==> src/rtl/rbei_pkg.sv <==
// Shared types, constants and the microcode program of the rigid body integrator.
`default_nettype none

package rbei_pkg;

	// Fixed field widths and default arithmetic settings.
	localparam int FRAC_BITS_DEF   = 16;
	localparam int VALUE_WIDTH_DEF = 32;
	localparam int DT_FRAC         = 16;
	localparam int DAMP_Q16        = 64225;
	localparam int FIELD_W         = 32;
	localparam int DT_W            = 16;
	localparam int ACT_W           = 3;
	localparam int IMASS_W         = 32;
	localparam int UPC_W           = 5;
	localparam int CFG_IDX_W       = 1;

	// Configuration register indexes and reset values.
	localparam logic [CFG_IDX_W-1:0] CFG_IMASS  = 1'b0;
	localparam logic [CFG_IDX_W-1:0] CFG_STATIC = 1'b1;
	localparam logic [IMASS_W-1:0]   IMASS_RESET = 32'd65536;

	// Action codes carried by an input word.
	typedef enum logic [ACT_W-1:0] {
		ACT_FORCE   = 3'd0,
		ACT_TICK    = 3'd1,
		ACT_SET_POS = 3'd2,
		ACT_SET_VEL = 3'd3,
		ACT_SET_ROT = 3'd4
	} action_t;

	// Micro-operations of the datapath.
	typedef enum logic [2:0] {
		OP_DISP  = 3'd0,
		OP_MUL   = 3'd1,
		OP_ACC   = 3'd2,
		OP_LOAD  = 3'd3,
		OP_CLEAR = 3'd4,
		OP_NOP   = 3'd5
	} uop_t;

	// State register select.
	typedef enum logic [2:0] {
		R_POS_X = 3'd0,
		R_POS_Y = 3'd1,
		R_VEL_X = 3'd2,
		R_VEL_Y = 3'd3,
		R_ACC_X = 3'd4,
		R_ACC_Y = 3'd5,
		R_HEAD  = 3'd6,
		R_TURN  = 3'd7
	} rsel_t;

	// Multiplier operand selects and product shift select.
	typedef enum logic [1:0] {
		A_REG = 2'd0,
		A_VX  = 2'd1,
		A_VY  = 2'd2
	} asel_t;

	typedef enum logic [1:0] {
		B_IMASS = 2'd0,
		B_DT    = 2'd1,
		B_DAMP  = 2'd2
	} bsel_t;

	typedef enum logic {
		SH_FRAC = 1'b0,
		SH_DT   = 1'b1
	} shsel_t;

	// One control word of the program.
	typedef struct packed {
		uop_t   op;
		rsel_t  ra;
		asel_t  asrc;
		bsel_t  bsrc;
		shsel_t sh;
		logic   base_zero;
		logic   last;
	} ucw_t;

	// Control from the sequencer to the datapath.
	typedef struct packed {
		ucw_t uw;
		logic exec;
		logic take;
		logic cap;
	} dp_ctl_t;

	// Entry points of the program routines.
	localparam logic [UPC_W-1:0] UA_DISP    = 5'd0;
	localparam logic [UPC_W-1:0] UA_FORCE   = 5'd1;
	localparam logic [UPC_W-1:0] UA_TICK    = 5'd5;
	localparam logic [UPC_W-1:0] UA_SET_POS = 5'd19;
	localparam logic [UPC_W-1:0] UA_SET_VEL = 5'd21;
	localparam logic [UPC_W-1:0] UA_SET_ROT = 5'd23;
	localparam logic [UPC_W-1:0] UA_NOP     = 5'd25;
	localparam logic [UPC_W-1:0] UA_LAST    = 5'd25;

	function automatic ucw_t mk(uop_t op, rsel_t ra, asel_t asrc, bsel_t bsrc, shsel_t sh,
			logic base_zero, logic last);
		ucw_t w;
		w.op        = op;
		w.ra        = ra;
		w.asrc      = asrc;
		w.bsrc      = bsrc;
		w.sh        = sh;
		w.base_zero = base_zero;
		w.last      = last;
		return w;
	endfunction

	// The control store. Each multiply is followed by the accumulate that consumes it.
	function automatic ucw_t urom(logic [UPC_W-1:0] a);
		ucw_t w;
		case (a)
			UA_DISP:             w = mk(OP_DISP,  R_POS_X, A_REG, B_DT,    SH_DT,   1'b0, 1'b0);
			// Force: accel += force * inverse mass.
			UA_FORCE:            w = mk(OP_MUL,   R_ACC_X, A_VX,  B_IMASS, SH_FRAC, 1'b0, 1'b0);
			UA_FORCE + 5'd1:     w = mk(OP_ACC,   R_ACC_X, A_REG, B_IMASS, SH_FRAC, 1'b0, 1'b0);
			UA_FORCE + 5'd2:     w = mk(OP_MUL,   R_ACC_Y, A_VY,  B_IMASS, SH_FRAC, 1'b0, 1'b0);
			UA_FORCE + 5'd3:     w = mk(OP_ACC,   R_ACC_Y, A_REG, B_IMASS, SH_FRAC, 1'b0, 1'b1);
			// Tick: velocity, then position from the new velocity, heading, damping, then accel cleared.
			UA_TICK:             w = mk(OP_MUL,   R_ACC_X, A_REG, B_DT,    SH_DT,   1'b0, 1'b0);
			UA_TICK + 5'd1:      w = mk(OP_ACC,   R_VEL_X, A_REG, B_DT,    SH_DT,   1'b0, 1'b0);
			UA_TICK + 5'd2:      w = mk(OP_MUL,   R_ACC_Y, A_REG, B_DT,    SH_DT,   1'b0, 1'b0);
			UA_TICK + 5'd3:      w = mk(OP_ACC,   R_VEL_Y, A_REG, B_DT,    SH_DT,   1'b0, 1'b0);
			UA_TICK + 5'd4:      w = mk(OP_MUL,   R_VEL_X, A_REG, B_DT,    SH_DT,   1'b0, 1'b0);
			UA_TICK + 5'd5:      w = mk(OP_ACC,   R_POS_X, A_REG, B_DT,    SH_DT,   1'b0, 1'b0);
			UA_TICK + 5'd6:      w = mk(OP_MUL,   R_VEL_Y, A_REG, B_DT,    SH_DT,   1'b0, 1'b0);
			UA_TICK + 5'd7:      w = mk(OP_ACC,   R_POS_Y, A_REG, B_DT,    SH_DT,   1'b0, 1'b0);
			UA_TICK + 5'd8:      w = mk(OP_MUL,   R_TURN,  A_REG, B_DT,    SH_DT,   1'b0, 1'b0);
			UA_TICK + 5'd9:      w = mk(OP_ACC,   R_HEAD,  A_REG, B_DT,    SH_DT,   1'b0, 1'b0);
			UA_TICK + 5'd10:     w = mk(OP_MUL,   R_TURN,  A_REG, B_DAMP,  SH_DT,   1'b0, 1'b0);
			UA_TICK + 5'd11:     w = mk(OP_ACC,   R_TURN,  A_REG, B_DAMP,  SH_DT,   1'b1, 1'b0);
			UA_TICK + 5'd12:     w = mk(OP_CLEAR, R_ACC_X, A_REG, B_DT,    SH_DT,   1'b0, 1'b0);
			UA_TICK + 5'd13:     w = mk(OP_CLEAR, R_ACC_Y, A_REG, B_DT,    SH_DT,   1'b0, 1'b1);
			// Setters.
			UA_SET_POS:          w = mk(OP_LOAD,  R_POS_X, A_VX,  B_DT,    SH_DT,   1'b0, 1'b0);
			UA_SET_POS + 5'd1:   w = mk(OP_LOAD,  R_POS_Y, A_VY,  B_DT,    SH_DT,   1'b0, 1'b1);
			UA_SET_VEL:          w = mk(OP_LOAD,  R_VEL_X, A_VX,  B_DT,    SH_DT,   1'b0, 1'b0);
			UA_SET_VEL + 5'd1:   w = mk(OP_LOAD,  R_VEL_Y, A_VY,  B_DT,    SH_DT,   1'b0, 1'b1);
			UA_SET_ROT:          w = mk(OP_LOAD,  R_HEAD,  A_VX,  B_DT,    SH_DT,   1'b0, 1'b0);
			UA_SET_ROT + 5'd1:   w = mk(OP_LOAD,  R_TURN,  A_VY,  B_DT,    SH_DT,   1'b0, 1'b1);
			UA_NOP:              w = mk(OP_NOP,   R_POS_X, A_REG, B_DT,    SH_DT,   1'b0, 1'b1);
			default:             w = mk(OP_NOP,   R_POS_X, A_REG, B_DT,    SH_DT,   1'b0, 1'b1);
		endcase
		return w;
	endfunction

	// Dispatch jump: a frozen body skips force and tick.
	function automatic logic [UPC_W-1:0] entry_of(logic [ACT_W-1:0] act, logic frozen);
		logic [UPC_W-1:0] e;
		case (act)
			ACT_FORCE:   e = frozen ? UA_NOP : UA_FORCE;
			ACT_TICK:    e = frozen ? UA_NOP : UA_TICK;
			ACT_SET_POS: e = UA_SET_POS;
			ACT_SET_VEL: e = UA_SET_VEL;
			ACT_SET_ROT: e = UA_SET_ROT;
			default:     e = UA_NOP;
		endcase
		return e;
	endfunction

endpackage

`default_nettype wire

==> src/rtl/rbei_seq.sv <==
// Microcode sequencer: step counter, dispatch jump and word handshakes.
`default_nettype none

module rbei_seq
	import rbei_pkg::*;
(
	input  wire logic             clk,
	input  wire logic             arst_n,
	input  wire logic             in_valid,
	output logic                  in_ready,
	input  wire logic [ACT_W-1:0] action,
	input  wire logic             frozen,
	output logic                  out_valid,
	input  wire logic             out_ready,
	output dp_ctl_t               ctl
);

	typedef enum logic [2:0] {
		ST_IDLE = 3'b001,
		ST_RUN  = 3'b010,
		ST_DONE = 3'b100
	} seq_state_t;

	seq_state_t       st_q, st_d;
	logic [UPC_W-1:0] upc_q, upc_d;
	logic [ACT_W-1:0] act_q;
	logic             out_valid_q, out_valid_d;
	logic             slot_free;
	logic             take;
	logic             cap;
	ucw_t             uw;

	assign uw        = urom(upc_q);
	assign slot_free = !out_valid_q || out_ready;
	assign in_ready  = (st_q == ST_IDLE);
	assign take      = in_valid && in_ready;
	assign cap       = (st_q == ST_DONE) && slot_free;
	assign out_valid = out_valid_q;

	assign ctl.uw   = uw;
	assign ctl.exec = (st_q == ST_RUN);
	assign ctl.take = take;
	assign ctl.cap  = cap;

	// Next step and state.
	always_comb begin
		st_d  = st_q;
		upc_d = upc_q;
		case (st_q)
			ST_IDLE: begin
				if (take) begin
					st_d  = ST_RUN;
					upc_d = UA_DISP;
				end
			end
			ST_RUN: begin
				if (uw.op == OP_DISP) begin
					upc_d = entry_of(act_q, frozen);
				end else if (uw.last) begin
					st_d = ST_DONE;
				end else begin
					upc_d = upc_q + 5'd1;
				end
			end
			ST_DONE: begin
				if (slot_free) begin
					st_d = ST_IDLE;
				end
			end
			default: begin
				st_d = ST_IDLE;
			end
		endcase
	end

	// The output word stays valid until it is taken.
	always_comb begin
		out_valid_d = out_valid_q;
		if (cap) begin
			out_valid_d = 1'b1;
		end else if (out_ready) begin
			out_valid_d = 1'b0;
		end
	end

	always_ff @(posedge clk or negedge arst_n) begin
		if (!arst_n) begin
			st_q        <= ST_IDLE;
			upc_q       <= UA_DISP;
			out_valid_q <= 1'b0;
		end else begin
			st_q        <= st_d;
			upc_q       <= upc_d;
			out_valid_q <= out_valid_d;
		end
	end

	// Action code held for the dispatch step.
	always_ff @(posedge clk) begin
		if (take) begin
			act_q <= action;
		end
	end

	a_take_starts: assert property (@(posedge clk) disable iff (!arst_n)
		take |=> (st_q == ST_RUN && upc_q == UA_DISP))
		else $error("accepted word did not start at the dispatch step");

	a_upc_range: assert property (@(posedge clk) disable iff (!arst_n)
		(st_q == ST_RUN) |-> (upc_q <= UA_LAST))
		else $error("step counter left the program");

	a_last_done: assert property (@(posedge clk) disable iff (!arst_n)
		(st_q == ST_RUN && uw.last && uw.op != OP_DISP) |=> (st_q == ST_DONE))
		else $error("routine end did not reach the done state");

	a_cap_shows: assert property (@(posedge clk) disable iff (!arst_n)
		cap |=> (out_valid_q && st_q == ST_IDLE))
		else $error("captured result not presented");

	a_frozen_skip: assert property (@(posedge clk) disable iff (!arst_n)
		(st_q == ST_RUN && uw.op == OP_DISP && frozen
			&& (act_q == ACT_FORCE || act_q == ACT_TICK)) |=> (upc_q == UA_NOP))
		else $error("frozen body entered a force or tick routine");

endmodule

`default_nettype wire

==> config.mk <==
export PLATFORM = sky130hd
export DESIGN_NAME = rbei_seq
export DESIGN_NICKNAME = d
export VERILOG_FILES = /design/src/rtl/rbei_pkg.sv /design/src/rtl/rbei_seq.sv
export SDC_FILE = /design/constraint.sdc
export NUM_CORES = 1
export LEC_CHECK = 0
export CELL_PAD_IN_SITES_DETAIL_PLACEMENT = 0
export CELL_PAD_IN_SITES_GLOBAL_PLACEMENT = 1
export CORE_MARGIN = 8
export CORE_UTILIZATION = 30
export CTS_BUF_LIST = sky130_fd_sc_hd__clkbuf_16
export CTS_CLUSTER_SIZE = 25
export DETAILED_ROUTE_END_ITERATION = 10
export DONT_BUFFER_PORTS = 1
export PLACE_DENSITY_LB_ADDON = 0.1
export SLEW_MARGIN = 10
export SYNTH_ARGS = -nofsm -noshare
export SYNTH_HDL_FRONTEND = slang
export SYNTH_SLANG_ARGS = --single-unit
==> constraint.sdc <==
create_clock -name clk -period 2.6 [get_ports clk]
set_input_delay 0.26 -clock clk [delete_from_list [all_inputs] [get_ports clk]]
set_output_delay 0.26 -clock clk [all_outputs]
set_load 0.1 [all_outputs]
Yosys cells after proc, flatten, opt, wreduce, memory -nomap -nowiden
Memories as Yosys holds them, arrays and structs flattened.
Index checks and enable logic that the tools add are counted.
{"block": "totals", "output_inout_bits": 18, "ramBits": 0, "in_bits": 8, "n_memories": 1, "rom_bits": 416, "latchBits": 0, "elab_cells": 42, "reg_bits": 12}
{"memory": "(no name shown)", "words": 32, "width": 13, "rd": 1, "rd_clocked_by_memory_dff": 0, "write_ports": 0, "line": "rbei_pkg.sv:117", "rtl": "case (a)"}
{"block": "classes", "n_lt_le_gt_ge": 0, "div_mod_pow": 0, "n_mux": 14, "n_addsub": 1, "eq_ne": 12, "shifts": 0, "reduce_logical": 10, "mul": 0, "bitwise_logic": 0}
{"cell": "$mux 5", "count": 5}
{"cell": "$pmux 5 s5", "count": 1}
{"cell": "$mux 3", "count": 4}
{"cell": "$pmux 5 s2", "count": 1}
{"cell": "$eq 3x2->1 const B", "count": 3}
{"cell": "$pmux 3 s3", "count": 1}
{"cell": "$eq 3x1->1 const B", "count": 2}
{"cell": "$eq 3x3->1 const B", "count": 2}
{"cell": "$logic_not 3->1", "count": 2}
{"cell": "$add 5x1->5 const B", "count": 1}
{"cell": "$ne 2x1->1 const B", "count": 2}
{"cell": "$ne 2x2->1 const B", "count": 2}
{"cell": "$reduce_and 4->1", "count": 1}
{"cell": "$reduce_bool 2->1", "count": 2}
{"cell": "$ne 3x2->1 const B", "count": 1}
{"cell": "$reduce_and 3->1", "count": 1}
{"cell": "$logic_and 1x1->1", "count": 2}
{"cell": "$mux 1", "count": 2}
{"cell": "$logic_not 1->1", "count": 1}
{"cell": "$logic_or 1x1->1", "count": 1}

Depth between registers and ports, before layout
{"block": "logic_depth", "word_depth": 4, "ltp_mapped": 7, "mapped_depth_nobuf": 6}

Worst setup path after synthesis
OpenSTA, ideal clock, no wires.
{"block": "synth_timing", "path_kind": "register -> output", "from": "register upc_q[0]", "to": "output ctl[7] in the netlist's numbering", "setup_slack_ns": -1.883, "arrival_ns": 4.223, "required_ns": 2.340, "path_stages_with_launch": 7, "path_buffers": 1, "path_cell_list": "dfrtp_1 -> clkbuf_1 -> inv_1 -> ha_1 -> or2b_1 -> nor3b_1 -> a21o_1"}
{"item": "from (decl)", "line": "rbei_seq.sv:25", "rtl": "logic [UPC_W-1:0] upc_q, upc_d;"}
{"item": "from (signal assigned)", "line": "rbei_seq.sv:93", "rtl": "upc_q <= upc_d;"}
{"item": "to (decl)", "line": "rbei_seq.sv:15", "rtl": "output dp_ctl_t ctl"}

==> flow_summary_export.csv <==
group,metric,value,unit
status,status,"complete, no violations",
logic_synthesis,yosysTopAreaCell,"dfrtp_1",
logic_synthesis,yosys.area_share.xor_xnor,3.08,%
logic_synthesis,yosysSeqAreaShare,27.8,%
cts,post-cts-setup-buffers,0,
floorplanning,fp.dieArea,6020,um^2
timing,final-max-slew-violation-count,0,
logic_synthesis,synth.area.top_cells,"dfrtp_1 18%, ha_1 11%, edfxtp_1 7.9%, mux2i_1 5.3%, nor2_1 5.0%",
layout,fillers,403,
drt,wl_met2,1.49,mm
placed_design,detailed_place_hpwl,2.40,mm
floorplanning,chipWidth,77.6,um
drt,routed.top_layer,"met4",
drt,wl,3.02,mm
logic_synthesis,synthAdderAreaFrac,11.0,%
layout,fin_util,41.1,%
layout,final_cell_mix,"19 x buf_4, 14 x nor2_1, 13 x nand2_1",
logic_synthesis,synth_top_family_by_area,"compound AO/OA/AOI/OAI gates",
worst_setup_path,path_class,"reg2out",
logic_synthesis,synth-warning-count,0,
logic_synthesis,syn_area,1140,um^2
layout,area_growth,32.2,%
logic_synthesis,synthFlopType,"dfrtp_1",
timing,setup_violations,0,
cts,cts_inserted_buffers,3,
job,maxCapViolCount,0,
timing,post-route-period-util,85.8,%
placed_design,io_buffers,0,
drt,wire_per_inst,14.8,um
floorplanning,fp.dieH,77.6,um
logic_synthesis,synth.avg_cell_area,8.18,um^2
logic_synthesis,synth.area.mux_share,6.27,%
drt,via_per_inst,5.05,
drt,ant_nets,0,
global_route,grtUsageTotal,10.4,%
timing,hold_viol_final,0,
floorplanning,core,3660,um^2
logic_synthesis,synth.net_count,157,
drt,met1_length,1.38,mm
drt,drt-pass1-iter-count,4,
floorplanning,start_util,31.1,%
cts,cts_root_buf,"clkbuf_16",
drt,wl_met3,107,um
placed_design,dpl.cell_count,199,
worst_setup_path,critPathCaptureType,"output port",
worst_setup_path,worstPathRequired,2340,ps
layout,final_cell_area,1500,um^2
timing,worstMarginPinSlew,715,ps
cts,cts_sinks,12,
layout,final_cells,204,
logic_synthesis,synth_edf_count,3,
timing,max_clock_freq,448,MHz
placed_design,globalplace.congestion,0.713,
global_route,grt_pass1_wl,5.27,mm
logic_synthesis,async_flop_share,75.0,%
global_route,antenna_found_initial,0,
floorplanning,ioPinCount,26,
cts,htreeDepth,1,
logic_synthesis,ys_ff_latch,12,
floorplanning,row_count,22,
cts,cts.path.max_buffers,2,
placed_design,place_area,1420,um^2
layout,antenna_cells,0,
global_route,grt_pass1_vias,1117,
global_route,grt_remaining_overflow,0,
global_route,grt_max_degree,23,
layout,final_common_cell,"buf_4",
timing,period_minus_slack,2230,ps
layout,drive_above_1_share,27.6,%
logic_synthesis,syn_inst,139,
timing,hold-worst-slack,115,ps
cts,cts_tree,"yes",
worst_setup_path,cp_max_fo,7,
cts,clock_latency,240,ps
worst_setup_path,arrival,1970,ps
timing,slew-limit-headroom,52.3,%
drt,drt_iter0_drc,35,
timing,rsz0062_at_grt,"no",
cts,clk_pin_slew,40,ps
min_path,hold_path.class,"in2reg",
layout,nets,175,
logic_synthesis,yosysTopAreaCellShare,17.6,%
timing,skew,1.67,ps
drt,vias,1030,
logic_synthesis,synth_simple_gate_area_share,20.2,%
logic_synthesis,synth_compound_area_share,25.0,%
drt,drc_errors,0,
logic_synthesis,synth.distinct_cells,44,
worst_setup_path,cp-start-kind,"flop",
path summary, 6_finish.rpt:
path                                       from                   end  slack [ps]  depth (start not counted)
max                        upc_q[1]$_DFFE_PN0P_               ctl[14]         370                          7
min                                   action[0]    act_q[0]$_DFFE_PP_         110                          0
max reg2reg                upc_q[1]$_DFFE_PN0P_  upc_q[3]$_DFFE_PN0P_         530                          6
min reg2reg                 st_q[0]$_DFFE_PN1P_   st_q[2]$_DFFE_PN0P_         520                          1
max in group asynchronous                arst_n   st_q[0]$_DFFE_PN1P_        1870                          1
min in group asynchronous                arst_n   st_q[2]$_DFFE_PN0P_         400                          1
sequential cells by signal (all words and copies together), names as in the netlist:
| name | flops |
|---|---|
| upc_q | 5 |
| act_q | 3 |
| st_q | 3 |
| out_valid | 1 |
cells by family (layout without fill, tap and decap cells):
kind of cell    after synthesis  after routing
flops                        12             12
mux                           7              7
buf+inv                      17             34
xor+xnor                      4              4
simple gates                 47             47
fa+ha+maj                    10             10
compound gates               42             42
worst max-delay path, stage by stage (launching register included):
cell,delay (ps)
dfrtp_1,450
inv_1,130
ha_1,270
or2b_1,330
nand2_1,100
nand3_1,100
o21ai_2,60
buf_4,290
cell type report:
class	instances	area (um^2)	share of cell area (%)
Multi-Input combinational cell	110	802	53.3
Sequential cell	12	317	21.0
Timing Repair Buffer	23	220	14.6
Clock buffer	3	75.1	4.99
Tap cell	48	60.1	3.99
Inverter	7	26.3	1.75
Clock inverter	1	3.75	0.250
metal layers:
| metal | vias to the layer above | global-route usage (%) |
|---|---|---|
| li1 | 529 | - |
| met1 | 472 | 12.1 |
| met2 | 24 | 18.4 |
| met3 | 5 | 1.73 |
| met4 | 0 | 3.96 |
| met5 | - | 0 |
per-stage QoR:
step / setup TNS [ps] / setup slack (ps)
detailed placement: 0 / 552
global placement: 0 / 610
finish: 0 / 368
CTS: 0 / 360
floorplan: -438 / -437
global route: 0 / 255
cells in the mapped netlist, drive strengths merged, types with 2 or more instances:
library cell   n
a211o          2
a211oi         2
a21o           2
a21oi          8
a31oi          3
buf            5
clkbuf         5
dfrtp          8
edfxtp         3
ha            10
inv            7
mux2i          6
nand2         13
nand2b         3
nand3          4
nor2          15
nor2b          3
nor3           3
nor3b          3
o211ai         2
o21a           3
o21ai          9
o22ai          2
o31ai          2
xnor2          2
xor2           2
timing repair:
item / 4_1_cts / 5_1_grt
gates resized for setup: 0 / 0
hold buffers: 1 / 0
endpoints found under the hold margin: 9 / 0
setup endpoints to repair: 0 / 0
Power is left out: the tool's default activity adds up to more than one toggle a clock period on the data nets, which glitch-free logic cannot reach.
